## src/rtl/gfig_pkg.sv

```systemverilog
`timescale 1ns / 1ps
// ----------------------------------------------------------------------------
// gfig_pkg: shared types and constants of the fan index generator
// Widths of the vertex indices, the command passed from front to back and
// the register index codes.
// ----------------------------------------------------------------------------
package gfig_pkg;

  localparam int IDX_W      = 21;   // vertex index width, indices wrap mod 2^21
  localparam int OFS_W      = 9;    // fan_x / fan_z width
  localparam int LOD_W      = 3;    // core_lod width
  localparam int GW_W       = 13;   // grid_width register width
  localparam int PS_W       = 9;    // patch_size register width
  localparam int STEP_W     = 8;    // core step 2^core_lod, up to 128
  localparam int CFG_IDX_W  = 1;
  localparam int CFG_DATA_W = 13;
  localparam int IN_DATA_W  = 32;
  localparam int OUT_DATA_W = 64;
  localparam int FIFO_DEPTH = 2;
  localparam int FIFO_AW    = 1;

  localparam logic [GW_W-1:0] GRID_WIDTH_RST = GW_W'(257);
  localparam logic [PS_W-1:0] PATCH_SIZE_RST = PS_W'(33);

  typedef enum logic [CFG_IDX_W-1:0] {
    CFG_GRID_WIDTH = 1'b0,
    CFG_PATCH_SIZE = 1'b1
  } cfg_idx_e;

  // rim side being walked, one-hot
  typedef enum logic [3:0] {
    SIDE_LEFT   = 4'b0001,
    SIDE_TOP    = 4'b0010,
    SIDE_RIGHT  = 4'b0100,
    SIDE_BOTTOM = 4'b1000
  } side_e;

  // one classified fan, ready for the triangle sequencer
  typedef struct packed {
    logic [IDX_W-1:0]  ctr;      // center vertex index
    logic [IDX_W-1:0]  base;     // lower left rim corner
    logic [IDX_W-1:0]  row_step; // core step times grid width
    logic [STEP_W-1:0] col_step; // core step
    logic              dbl_left;
    logic              dbl_top;
    logic              dbl_right;
    logic              dbl_bottom;
  } fan_cmd_t;

endpackage

```

## src/rtl/gfig_front.sv

```systemverilog
`timescale 1ns / 1ps
// ----------------------------------------------------------------------------
// gfig_front: configuration registers and fan classification
// Registers the input with its row product, then works out the center,
// the rim base, the steps and the doubled sides of the fan.
// ----------------------------------------------------------------------------
module gfig_front (
  input  logic                           clk_i,
  input  logic                           rst_ni,
  input  logic                           cfg_we_i,
  input  logic [gfig_pkg::CFG_IDX_W-1:0] cfg_idx_i,
  input  logic [gfig_pkg::CFG_DATA_W-1:0] cfg_data_i,
  input  logic                           in_valid_i,
  output logic                           in_ready_o,
  input  logic [gfig_pkg::OFS_W-1:0]     fan_x_i,
  input  logic [gfig_pkg::OFS_W-1:0]     fan_z_i,
  input  logic [gfig_pkg::LOD_W-1:0]     core_lod_i,
  input  logic [3:0]                     coarse_i,   // left, right, top, bottom
  output logic                           cmd_valid_o,
  input  logic                           cmd_ready_i,
  output gfig_pkg::fan_cmd_t             cmd_o
);
  import gfig_pkg::*;

  logic [GW_W-1:0] grid_width_q;
  logic [PS_W-1:0] patch_size_q;

  always_ff @(posedge clk_i or negedge rst_ni) begin
    if (!rst_ni) begin
      grid_width_q <= GRID_WIDTH_RST;
      patch_size_q <= PATCH_SIZE_RST;
    end else if (cfg_we_i) begin
      case (cfg_idx_e'(cfg_idx_i))
        CFG_GRID_WIDTH: grid_width_q <= cfg_data_i[GW_W-1:0];
        CFG_PATCH_SIZE: patch_size_q <= cfg_data_i[PS_W-1:0];
        default: ;
      endcase
    end
  end

  logic              s1_valid_q, s1_valid_d;
  logic [IDX_W-1:0]  s1_zw_q;
  logic [OFS_W-1:0]  s1_x_q, s1_z_q;
  logic [LOD_W-1:0]  s1_lod_q;
  logic [3:0]        s1_coarse_q;
  logic [GW_W+OFS_W-1:0] prod;
  logic              in_fire, push;

  assign prod       = (GW_W+OFS_W)'(fan_z_i) * (GW_W+OFS_W)'(grid_width_q);
  assign push       = s1_valid_q && cmd_ready_i;
  assign in_ready_o = !s1_valid_q || cmd_ready_i;
  assign in_fire    = in_valid_i && in_ready_o;

  always_comb begin
    s1_valid_d = s1_valid_q;
    if (in_fire) begin
      s1_valid_d = 1'b1;
    end else if (push) begin
      s1_valid_d = 1'b0;
    end
  end

  always_ff @(posedge clk_i or negedge rst_ni) begin
    if (!rst_ni) begin
      s1_valid_q <= 1'b0;
    end else begin
      s1_valid_q <= s1_valid_d;
    end
  end

  always_ff @(posedge clk_i) begin
    if (in_fire) begin
      s1_zw_q     <= prod[IDX_W-1:0];
      s1_x_q      <= fan_x_i;
      s1_z_q      <= fan_z_i;
      s1_lod_q    <= core_lod_i;
      s1_coarse_q <= coarse_i;
    end
  end

  // classification of the registered fan
  logic [STEP_W-1:0]  sc;
  logic signed [11:0] end_pos;
  logic signed [11:0] x_s, z_s;
  logic [IDX_W-1:0]   base, row_step;

  assign sc       = STEP_W'(1) << s1_lod_q;
  assign end_pos  = $signed({3'b000, patch_size_q}) - 12'sd1
                  - $signed({3'b000, sc, 1'b0});
  assign x_s      = $signed({3'b000, s1_x_q});
  assign z_s      = $signed({3'b000, s1_z_q});
  assign base     = s1_zw_q + IDX_W'(s1_x_q);
  assign row_step = IDX_W'(grid_width_q) << s1_lod_q;

  always_comb begin
    cmd_o.ctr        = base + row_step + IDX_W'(sc);
    cmd_o.base       = base;
    cmd_o.row_step   = row_step;
    cmd_o.col_step   = sc;
    cmd_o.dbl_left   = s1_coarse_q[0] && (s1_x_q == '0);
    cmd_o.dbl_right  = s1_coarse_q[1] && (x_s == end_pos);
    cmd_o.dbl_top    = s1_coarse_q[2] && (z_s == end_pos);
    cmd_o.dbl_bottom = s1_coarse_q[3] && (s1_z_q == '0);
  end

  assign cmd_valid_o = s1_valid_q;

endmodule

```

## src/rtl/gfig_fifo.sv

```systemverilog
`timescale 1ns / 1ps
// ----------------------------------------------------------------------------
// gfig_fifo: short command queue
// Holds classified fans between the front and the triangle sequencer.
// ----------------------------------------------------------------------------
module gfig_fifo (
  input  logic               clk_i,
  input  logic               rst_ni,
  input  logic               push_valid_i,
  output logic               push_ready_o,
  input  gfig_pkg::fan_cmd_t push_data_i,
  output logic               pop_valid_o,
  input  logic               pop_ready_i,
  output gfig_pkg::fan_cmd_t pop_data_o
);
  import gfig_pkg::*;

  fan_cmd_t         mem_q [FIFO_DEPTH];
  logic [FIFO_AW-1:0] wr_ptr_q, rd_ptr_q;
  logic [FIFO_AW:0]   count_q, count_d;
  logic               push, pop;

  assign push_ready_o = (count_q != (FIFO_AW+1)'(FIFO_DEPTH));
  assign pop_valid_o  = (count_q != '0);
  assign push         = push_valid_i && push_ready_o;
  assign pop          = pop_valid_o && pop_ready_i;
  assign pop_data_o   = mem_q[rd_ptr_q];

  always_comb begin
    count_d = count_q;
    if (push && !pop) begin
      count_d = count_q + 1'b1;
    end else if (pop && !push) begin
      count_d = count_q - 1'b1;
    end
  end

  always_ff @(posedge clk_i or negedge rst_ni) begin
    if (!rst_ni) begin
      wr_ptr_q <= '0;
      rd_ptr_q <= '0;
      count_q  <= '0;
    end else begin
      count_q <= count_d;
      if (push) begin
        wr_ptr_q <= wr_ptr_q + 1'b1;
      end
      if (pop) begin
        rd_ptr_q <= rd_ptr_q + 1'b1;
      end
    end
  end

  always_ff @(posedge clk_i) begin
    if (push) begin
      mem_q[wr_ptr_q] <= push_data_i;
    end
  end

endmodule

```

## src/rtl/gfig_back.sv

```systemverilog
`timescale 1ns / 1ps
// ----------------------------------------------------------------------------
// gfig_back: triangle sequencer
// Walks the fan rim into an output register, one triangle per unstalled cycle.
// ----------------------------------------------------------------------------
module gfig_back (
  input  logic                       clk_i,
  input  logic                       rst_ni,
  input  logic                       cmd_valid_i,
  output logic                       cmd_ready_o,
  input  gfig_pkg::fan_cmd_t         cmd_i,
  output logic                       out_valid_o,
  input  logic                       out_ready_i,
  output logic [gfig_pkg::IDX_W-1:0] center_o,
  output logic [gfig_pkg::IDX_W-1:0] first_rim_o,
  output logic [gfig_pkg::IDX_W-1:0] second_rim_o,
  output logic                       last_o
);
  import gfig_pkg::*;

  side_e            side_q, side_d;
  logic             half_q, started_q;
  logic [IDX_W-1:0] cur_q;
  logic             out_valid_q;
  logic [IDX_W-1:0] ctr_out_q, first_out_q, second_out_q;
  logic             last_out_q;

  logic             adv, dbl, vertical, rising, side_done, last;
  logic [IDX_W-1:0] cur, mag, next;

  assign adv = cmd_valid_i && (!out_valid_q || out_ready_i);
  assign cur = started_q ? cur_q : cmd_i.base;

  always_comb begin
    dbl      = 1'b0;
    vertical = 1'b0;
    rising   = 1'b0;
    side_d   = SIDE_LEFT;
    case (side_q)
      SIDE_LEFT: begin
        dbl = cmd_i.dbl_left;   vertical = 1'b1; rising = 1'b1; side_d = SIDE_TOP;
      end
      SIDE_TOP: begin
        dbl = cmd_i.dbl_top;    vertical = 1'b0; rising = 1'b1; side_d = SIDE_RIGHT;
      end
      SIDE_RIGHT: begin
        dbl = cmd_i.dbl_right;  vertical = 1'b1; rising = 1'b0; side_d = SIDE_BOTTOM;
      end
      SIDE_BOTTOM: begin
        dbl = cmd_i.dbl_bottom; vertical = 1'b0; rising = 1'b0; side_d = SIDE_LEFT;
      end
      default: begin
        side_d = SIDE_LEFT;
      end
    endcase
    mag = vertical ? cmd_i.row_step : IDX_W'(cmd_i.col_step);
    if (dbl) begin
      mag = mag << 1;
    end
    next      = rising ? cur + mag : cur - mag;
    side_done = dbl || half_q;
    last      = (side_q == SIDE_BOTTOM) && side_done;
  end

  assign cmd_ready_o = adv && last;

  always_ff @(posedge clk_i or negedge rst_ni) begin
    if (!rst_ni) begin
      side_q      <= SIDE_LEFT;
      half_q      <= 1'b0;
      started_q   <= 1'b0;
      out_valid_q <= 1'b0;
    end else if (adv) begin
      out_valid_q <= 1'b1;
      started_q   <= !last;
      if (side_done) begin
        side_q <= side_d;
        half_q <= 1'b0;
      end else begin
        half_q <= 1'b1;
      end
    end else if (out_ready_i) begin
      out_valid_q <= 1'b0;
    end
  end

  always_ff @(posedge clk_i) begin
    if (adv) begin
      cur_q        <= next;
      ctr_out_q    <= cmd_i.ctr;
      first_out_q  <= cur;
      second_out_q <= next;
      last_out_q   <= last;
    end
  end

  assign out_valid_o  = out_valid_q;
  assign center_o     = ctr_out_q;
  assign first_rim_o  = first_out_q;
  assign second_rim_o = second_out_q;
  assign last_o       = last_out_q;

endmodule

```

## src/rtl/geomip_fan_index_generator.sv

```systemverilog
`timescale 1ns / 1ps
// ----------------------------------------------------------------------------
// geomip_fan_index_generator: terrain fan triangle index generator
// Turns one fan cell description into four to eight triangles of vertex
// indices relative to the patch base.
// ----------------------------------------------------------------------------
// Usage:
//  - s_axis carries one fan cell per transfer: offsets, core level of detail
//    and the four coarse-neighbor flags. m_axis carries one triangle per
//    transfer; tlast marks the final triangle of each fan.
//  - cfg_we_i writes grid_width (index 0) or patch_size (index 1);
//    write them only while no fan is in flight.
//  - The first triangle of a fan passes the input register, the queue and
//    the output register, in that order, before it leaves the block.
//  - Throughput: the sequencer emits one triangle per cycle while the output
//    is not stalled; a fan has 4 to 8 triangles: 8 minus one per doubled side.
//    Consecutive fans follow without gaps; the front and a two-entry queue
//    prefetch the next fans while the current one is emitted.
//  - Reset clears all valid state and restores grid_width = 257 and
//    patch_size = 33.
//  - When m_axis_tready_i is low the output register holds its triangle,
//    the sequencer halts, and the queue and front fill and then drop
//    s_axis_tready_o.
// ----------------------------------------------------------------------------
module geomip_fan_index_generator (
  input  logic                            clk_i,
  input  logic                            rst_ni,
  // configuration write port
  input  logic                            cfg_we_i,
  input  logic [gfig_pkg::CFG_IDX_W-1:0]  cfg_idx_i,
  input  logic [gfig_pkg::CFG_DATA_W-1:0] cfg_data_i,
  // fan input: fan_x[8:0], fan_z[17:9], core_lod[20:18], left_coarse[21],
  // right_coarse[22], top_coarse[23], bottom_coarse[24], zero[31:25]
  input  logic                            s_axis_tvalid_i,
  output logic                            s_axis_tready_o,
  input  logic [gfig_pkg::IN_DATA_W-1:0]  s_axis_tdata_i,
  // triangle output: center_vertex[20:0], first_rim_vertex[41:21],
  // second_rim_vertex[62:42], zero[63]
  output logic                            m_axis_tvalid_o,
  input  logic                            m_axis_tready_i,
  output logic [gfig_pkg::OUT_DATA_W-1:0] m_axis_tdata_o,
  output logic                            m_axis_tlast_o
);
  import gfig_pkg::*;

  fan_cmd_t         front_cmd, queue_cmd;
  logic             front_valid, front_ready;
  logic             queue_valid, queue_ready;
  logic [IDX_W-1:0] center, first_rim, second_rim;

  // classify each fan as it arrives
  gfig_front u_front (
    .clk_i       (clk_i),
    .rst_ni      (rst_ni),
    .cfg_we_i    (cfg_we_i),
    .cfg_idx_i   (cfg_idx_i),
    .cfg_data_i  (cfg_data_i),
    .in_valid_i  (s_axis_tvalid_i),
    .in_ready_o  (s_axis_tready_o),
    .fan_x_i     (s_axis_tdata_i[8:0]),
    .fan_z_i     (s_axis_tdata_i[17:9]),
    .core_lod_i  (s_axis_tdata_i[20:18]),
    .coarse_i    (s_axis_tdata_i[24:21]),
    .cmd_valid_o (front_valid),
    .cmd_ready_i (front_ready),
    .cmd_o       (front_cmd)
  );

  // decouple classification from triangle emission
  gfig_fifo u_fifo (
    .clk_i        (clk_i),
    .rst_ni       (rst_ni),
    .push_valid_i (front_valid),
    .push_ready_o (front_ready),
    .push_data_i  (front_cmd),
    .pop_valid_o  (queue_valid),
    .pop_ready_i  (queue_ready),
    .pop_data_o   (queue_cmd)
  );

  // walk the rim, one triangle per transfer
  gfig_back u_back (
    .clk_i        (clk_i),
    .rst_ni       (rst_ni),
    .cmd_valid_i  (queue_valid),
    .cmd_ready_o  (queue_ready),
    .cmd_i        (queue_cmd),
    .out_valid_o  (m_axis_tvalid_o),
    .out_ready_i  (m_axis_tready_i),
    .center_o     (center),
    .first_rim_o  (first_rim),
    .second_rim_o (second_rim),
    .last_o       (m_axis_tlast_o)
  );

  assign m_axis_tdata_o = {1'b0, second_rim, first_rim, center};

endmodule

```

## config.mk

```make
export PLATFORM = sky130hd
export DESIGN_NAME = geomip_fan_index_generator
export DESIGN_NICKNAME = d
export VERILOG_FILES = /design/src/rtl/gfig_pkg.sv /design/src/rtl/gfig_front.sv /design/src/rtl/gfig_fifo.sv /design/src/rtl/gfig_back.sv /design/src/rtl/geomip_fan_index_generator.sv
export SDC_FILE = /design/constraint.sdc
export NUM_CORES = 1
export LEC_CHECK = 0
export BUFFER_PORTS_ARGS = -buffer_cell sky130_fd_sc_hd__buf_2
export CORE_MARGIN = 4
export CORE_UTILIZATION = 50
export DETAILED_ROUTE_END_ITERATION = 6
export PLACE_DENSITY = 0.68
export REMOVE_ABC_BUFFERS = 1
export SYNTH_ARGS = -nofsm -noshare
export SYNTH_HDL_FRONTEND = slang
export SYNTH_SLANG_ARGS = --single-unit
```

## constraint.sdc

```tcl
create_clock -name clk_i -period 11.7 [get_ports clk_i]
set_input_delay 1.17 -clock clk_i [delete_from_list [all_inputs] [get_ports clk_i]]
set_output_delay 1.17 -clock clk_i [all_outputs]
set_load 0.05 [all_outputs]
```

==> metrics list <==
- The run finished with clean final reports.
* Final-report max-slew violation count: 0
- Minimum period implied by the final worst setup slack: 6550 ps
- In the synthesized netlist, the number of instances is 1683.
- Post-synthesis register bit count: 292
* Post-Layout Cell Count: 2305
* Final Routed Wirelength: 39800 um
- STA puts the critical path data arrival time at 6880 ps.
- After routing, the total negative slack on setup checks comes to 0 ps.
- Clk slew on worst S/H paths: 60 ps
* Wire length per cell after detailed routing: 17.3 um
- Pin count of the biggest net entering global routing: 75
- Initial cell density of the core: 0.505
- HPWL Detailed: 30100 um
- Setup repair after global routing missed its margin: false
- In this run the tool buffered the top-level ports with 109 buffer cells.
- Yosys warns: 0
- Maximum buffer depth of the clock tree: 3
- Worst stage delay on the critical path: 670 ps
- Number of top-level pins: 118
- Pin slew with the least headroom to its limit: 1120 ps
* Largest cells by area after synthesis: edfxtp_1 41%, fa_1 9.4%, ha_1 7.5%, dfrtp_1 3.8%, nand2_1 3.6%
- Of the post-synthesis cell area, the dominant cell type holds 0.408.
- In this run, synthesis inferred 258 flip-flops with an integrated enable.
* Clock insertion delay at the later pin of the skew report: 590 ps
* Number of diodes: 0
- Clock tree from TritonCTS: built
- Synth-to-Final Area Change: 11.0%
- Of all cell types, the one taking the most synthesized area is edfxtp_1.
- Setup violations remaining at the end of the flow were counted as 0.
* Iter 0 DRT Violations: 662
* CTS root buf: clkbuf_16
- After synthesis, the share of flip-flops with an asynchronous set or reset is 0.116.
- Counting every sink on the clock net gives 292.
* Final nets: 2023
* Average size of a mapped cell: 11.3 um2
* Peak fanout along the critical path: 52
- Cell area after synthesis: 19000 um2
- Netlist cell types: 87
* # resized after CTS: 0
- Buffers inserted during clock tree synthesis total 31.
- Vias in the first global route: 12700
- Final worst path period share: 0.560
- Standard-cell rows: 71
* Required time worst endpoint: 12030 ps
- Headroom to the max-slew limit came out at 0.253.
* Post-CTS Setup Inserts: 0
- The worst setup path is launched from a flip-flop.
- GRT Resource Usage Total: 0.195
- Post-DR vias/cell: 5.44
- The largest individual stage delay along the critical path comes from the cell buf_4.
- Hold violation total from the final report: 0
* Worst path cell trace: buf_4, mux2_2, a22o_1, or2_1, buf_4, mux2i_1, ha_1, inv_1, a211oi_2, nand2_1, nor2_1, nor2_1, a21oi_1, a22oi_1, ha_1, a21o_1, a2111o_1, a311oi_1, o21ai_0, and2_1, o221ai_1, o21ai_0, xnor2_1
* Top_reg_cell synth: edfxtp_1
- The initial antenna violation count is 0.
- Total congestion overflow after global routing: 0
* Via count: 12500
* Count of nets left with antenna violations after detail routing: 0
* Most numerous cell types in the synthesized netlist: 258 x edfxtp_1, 181 x nand2_1, 175 x inv_1, 114 x ha_1, 89 x fa_1
* Deepest level of the CTS H-tree: 1
* Leading cell type by number of instances after synthesis: edfxtp_1
- Part of the Yosys area used for sequential elements: 0.453
- Die span in x: 203 um
- On the final layout, the worst clock skew is 13.2 ps.
- Maxcap violations: 0
* Die footprint: 41100 um2
- First-pass GRT wire length: 65600 um
- The min-delay analysis places its worst path in the category reg -> reg.
- At the end of routability-driven placement, the weighted congestion stood at 0.876.
* Drt drc: 0
- Number of hold buffers added after CTS: 0
* Proportion of layout cells with a drive suffix above 1: 0.142
* Setup crit end kind: flip-flop
* Die extent in y: 203 um
- Detailed-routing iteration count for the pre-antenna-repair pass: 7
- By startpoint and endpoint, the worst setup path is classified as reg -> reg.
* Highest achievable clock rate: 153 MHz
- Counting tap cells, the placed design contains a total of 2247 instances.
- The core region is 37600 um2.
==> layout make-up <==
cell class / count / area, um2
clock inverters: 14 / 164
multi-input cells: 1149 / 9450
repair buffers: 119 / 621
well taps: 511 / 639
inverters: 176 / 661
fillers: 3178 / 16500
flip-flops and latches: 292 / 8610
clock buffers: 44 / 913
==> placed cells by master (no fill, tap or decap), types with 13 or more instances in the layout <==
master | netlist | layout
a21oi_1 | 61 | 60
and2_1 | 68 | 67
buf_2 | 8 | 109
clkbuf_16 | 0 | 35
dfrtp_1 | 29 | 28
edfxtp_1 | 258 | 258
fa_1 | 89 | 89
ha_1 | 114 | 114
inv_1 | 175 | 175
mux2_2 | 55 | 55
mux2i_1 | 41 | 41
nand2_1 | 181 | 181
nand3_1 | 24 | 24
nor2_1 | 88 | 86
nor2b_1 | 15 | 15
nor3_1 | 22 | 22
o21a_1 | 13 | 13
o21ai_0 | 72 | 72
xnor2_1 | 64 | 64
xor2_1 | 36 | 36
==> metrics by stage <==
| stage | utilization | setup slack [ps] | cell area [um2] | hold slack, ps |
|---|---|---|---|---|
| 2_1_floorplan | - | 4610 | 18700 | 461 |
| 3_3_place_gp | 0.532 | 5220 | 20000 | 512 |
| 3_5_place_dp | 0.532 | 5110 | 20000 | 516 |
| 4_1_cts | 0.560 | 5080 | 21100 | 532 |
| 5_1_grt | 0.560 | 4740 | 21100 | 545 |
| 6_report | 0.560 | 5150 | 21100 | 536 |
==> flip-flops by register name, indices dropped and copies added, names as in the netlist, 2 cells and up <==
register	count
u_front.s1_lod_q	3
u_front.s1_coarse_q	4
u_front.s1_zw_q	21
u_front.patch_size_q	9
u_front.s1_x_q	9
u_front.s1_z_q	9
u_back.center_o	21
u_back.second_rim_o	21
u_front.grid_width_q	13
u_back.first_rim_o	21
u_fifo.mem_q	148
u_fifo.count_q	2
u_back.side_q	4
==> critical path, delay by kind of cell, from the launching register on <==
family	cells	cell delay (ps)
AO/OA/AOI/OAI	10	2490
buffers and inverters	3	980
adder cells (fa/ha/maj)	2	600
flip-flops	1	610
AND/OR/NAND/NOR	5	810
XOR/XNOR	1	150
multiplexers	2	650
==> path summary, 6_finish.rpt <==
check | startpoint | end | slack [ps] | cells past startpoint
max reg2reg | u_fifo.rd_ptr_q | u_back.second_rim_o[20] | 5150 | 23
max in group asynchronous | rst_ni | u_fifo.rd_ptr_q | 10350 | 1
max | u_fifo.rd_ptr_q | u_back.second_rim_o[20] | 5150 | 23
min | u_back.half_q | u_back.half_q | 540 | 1
min in group asynchronous | rst_ni | u_back.out_valid_o | 690 | 1
min reg2reg | u_back.half_q | u_back.half_q | 540 | 1
==> logic make-up (layout without fill, tap and decap cells) <==
logic type	count (synthesis)	count (layout)	synth area share
AOI/OAI and AO/OA	263	263	0.0900
xor gates and xnor gates	104	104	0.0506
adders and majority gates	203	203	0.169
buffers and inverters	242	353	0.0500
DFF	292	292	0.453
muxes	105	105	0.0653
other	1	1	0.000198
and+or+nand+nor	473	473	0.121
==> per-layer routing <==
metal | GRT usage | share of wire | up-vias | wire length [um]
li1 | - | - | 6082 | -
met1 | 0.278 | 0.46 | 6075 | 18200
met2 | 0.323 | 0.47 | 313 | 18700
met3 | 0.0244 | 0.048 | 75 | 1920
met4 | 0.0490 | 0.025 | 0 | 984
met5 | 0 | 0 | - | 0
Power is not shown: default switching activity piles up to over one toggle a cycle in this logic, so the estimate is an artifact.
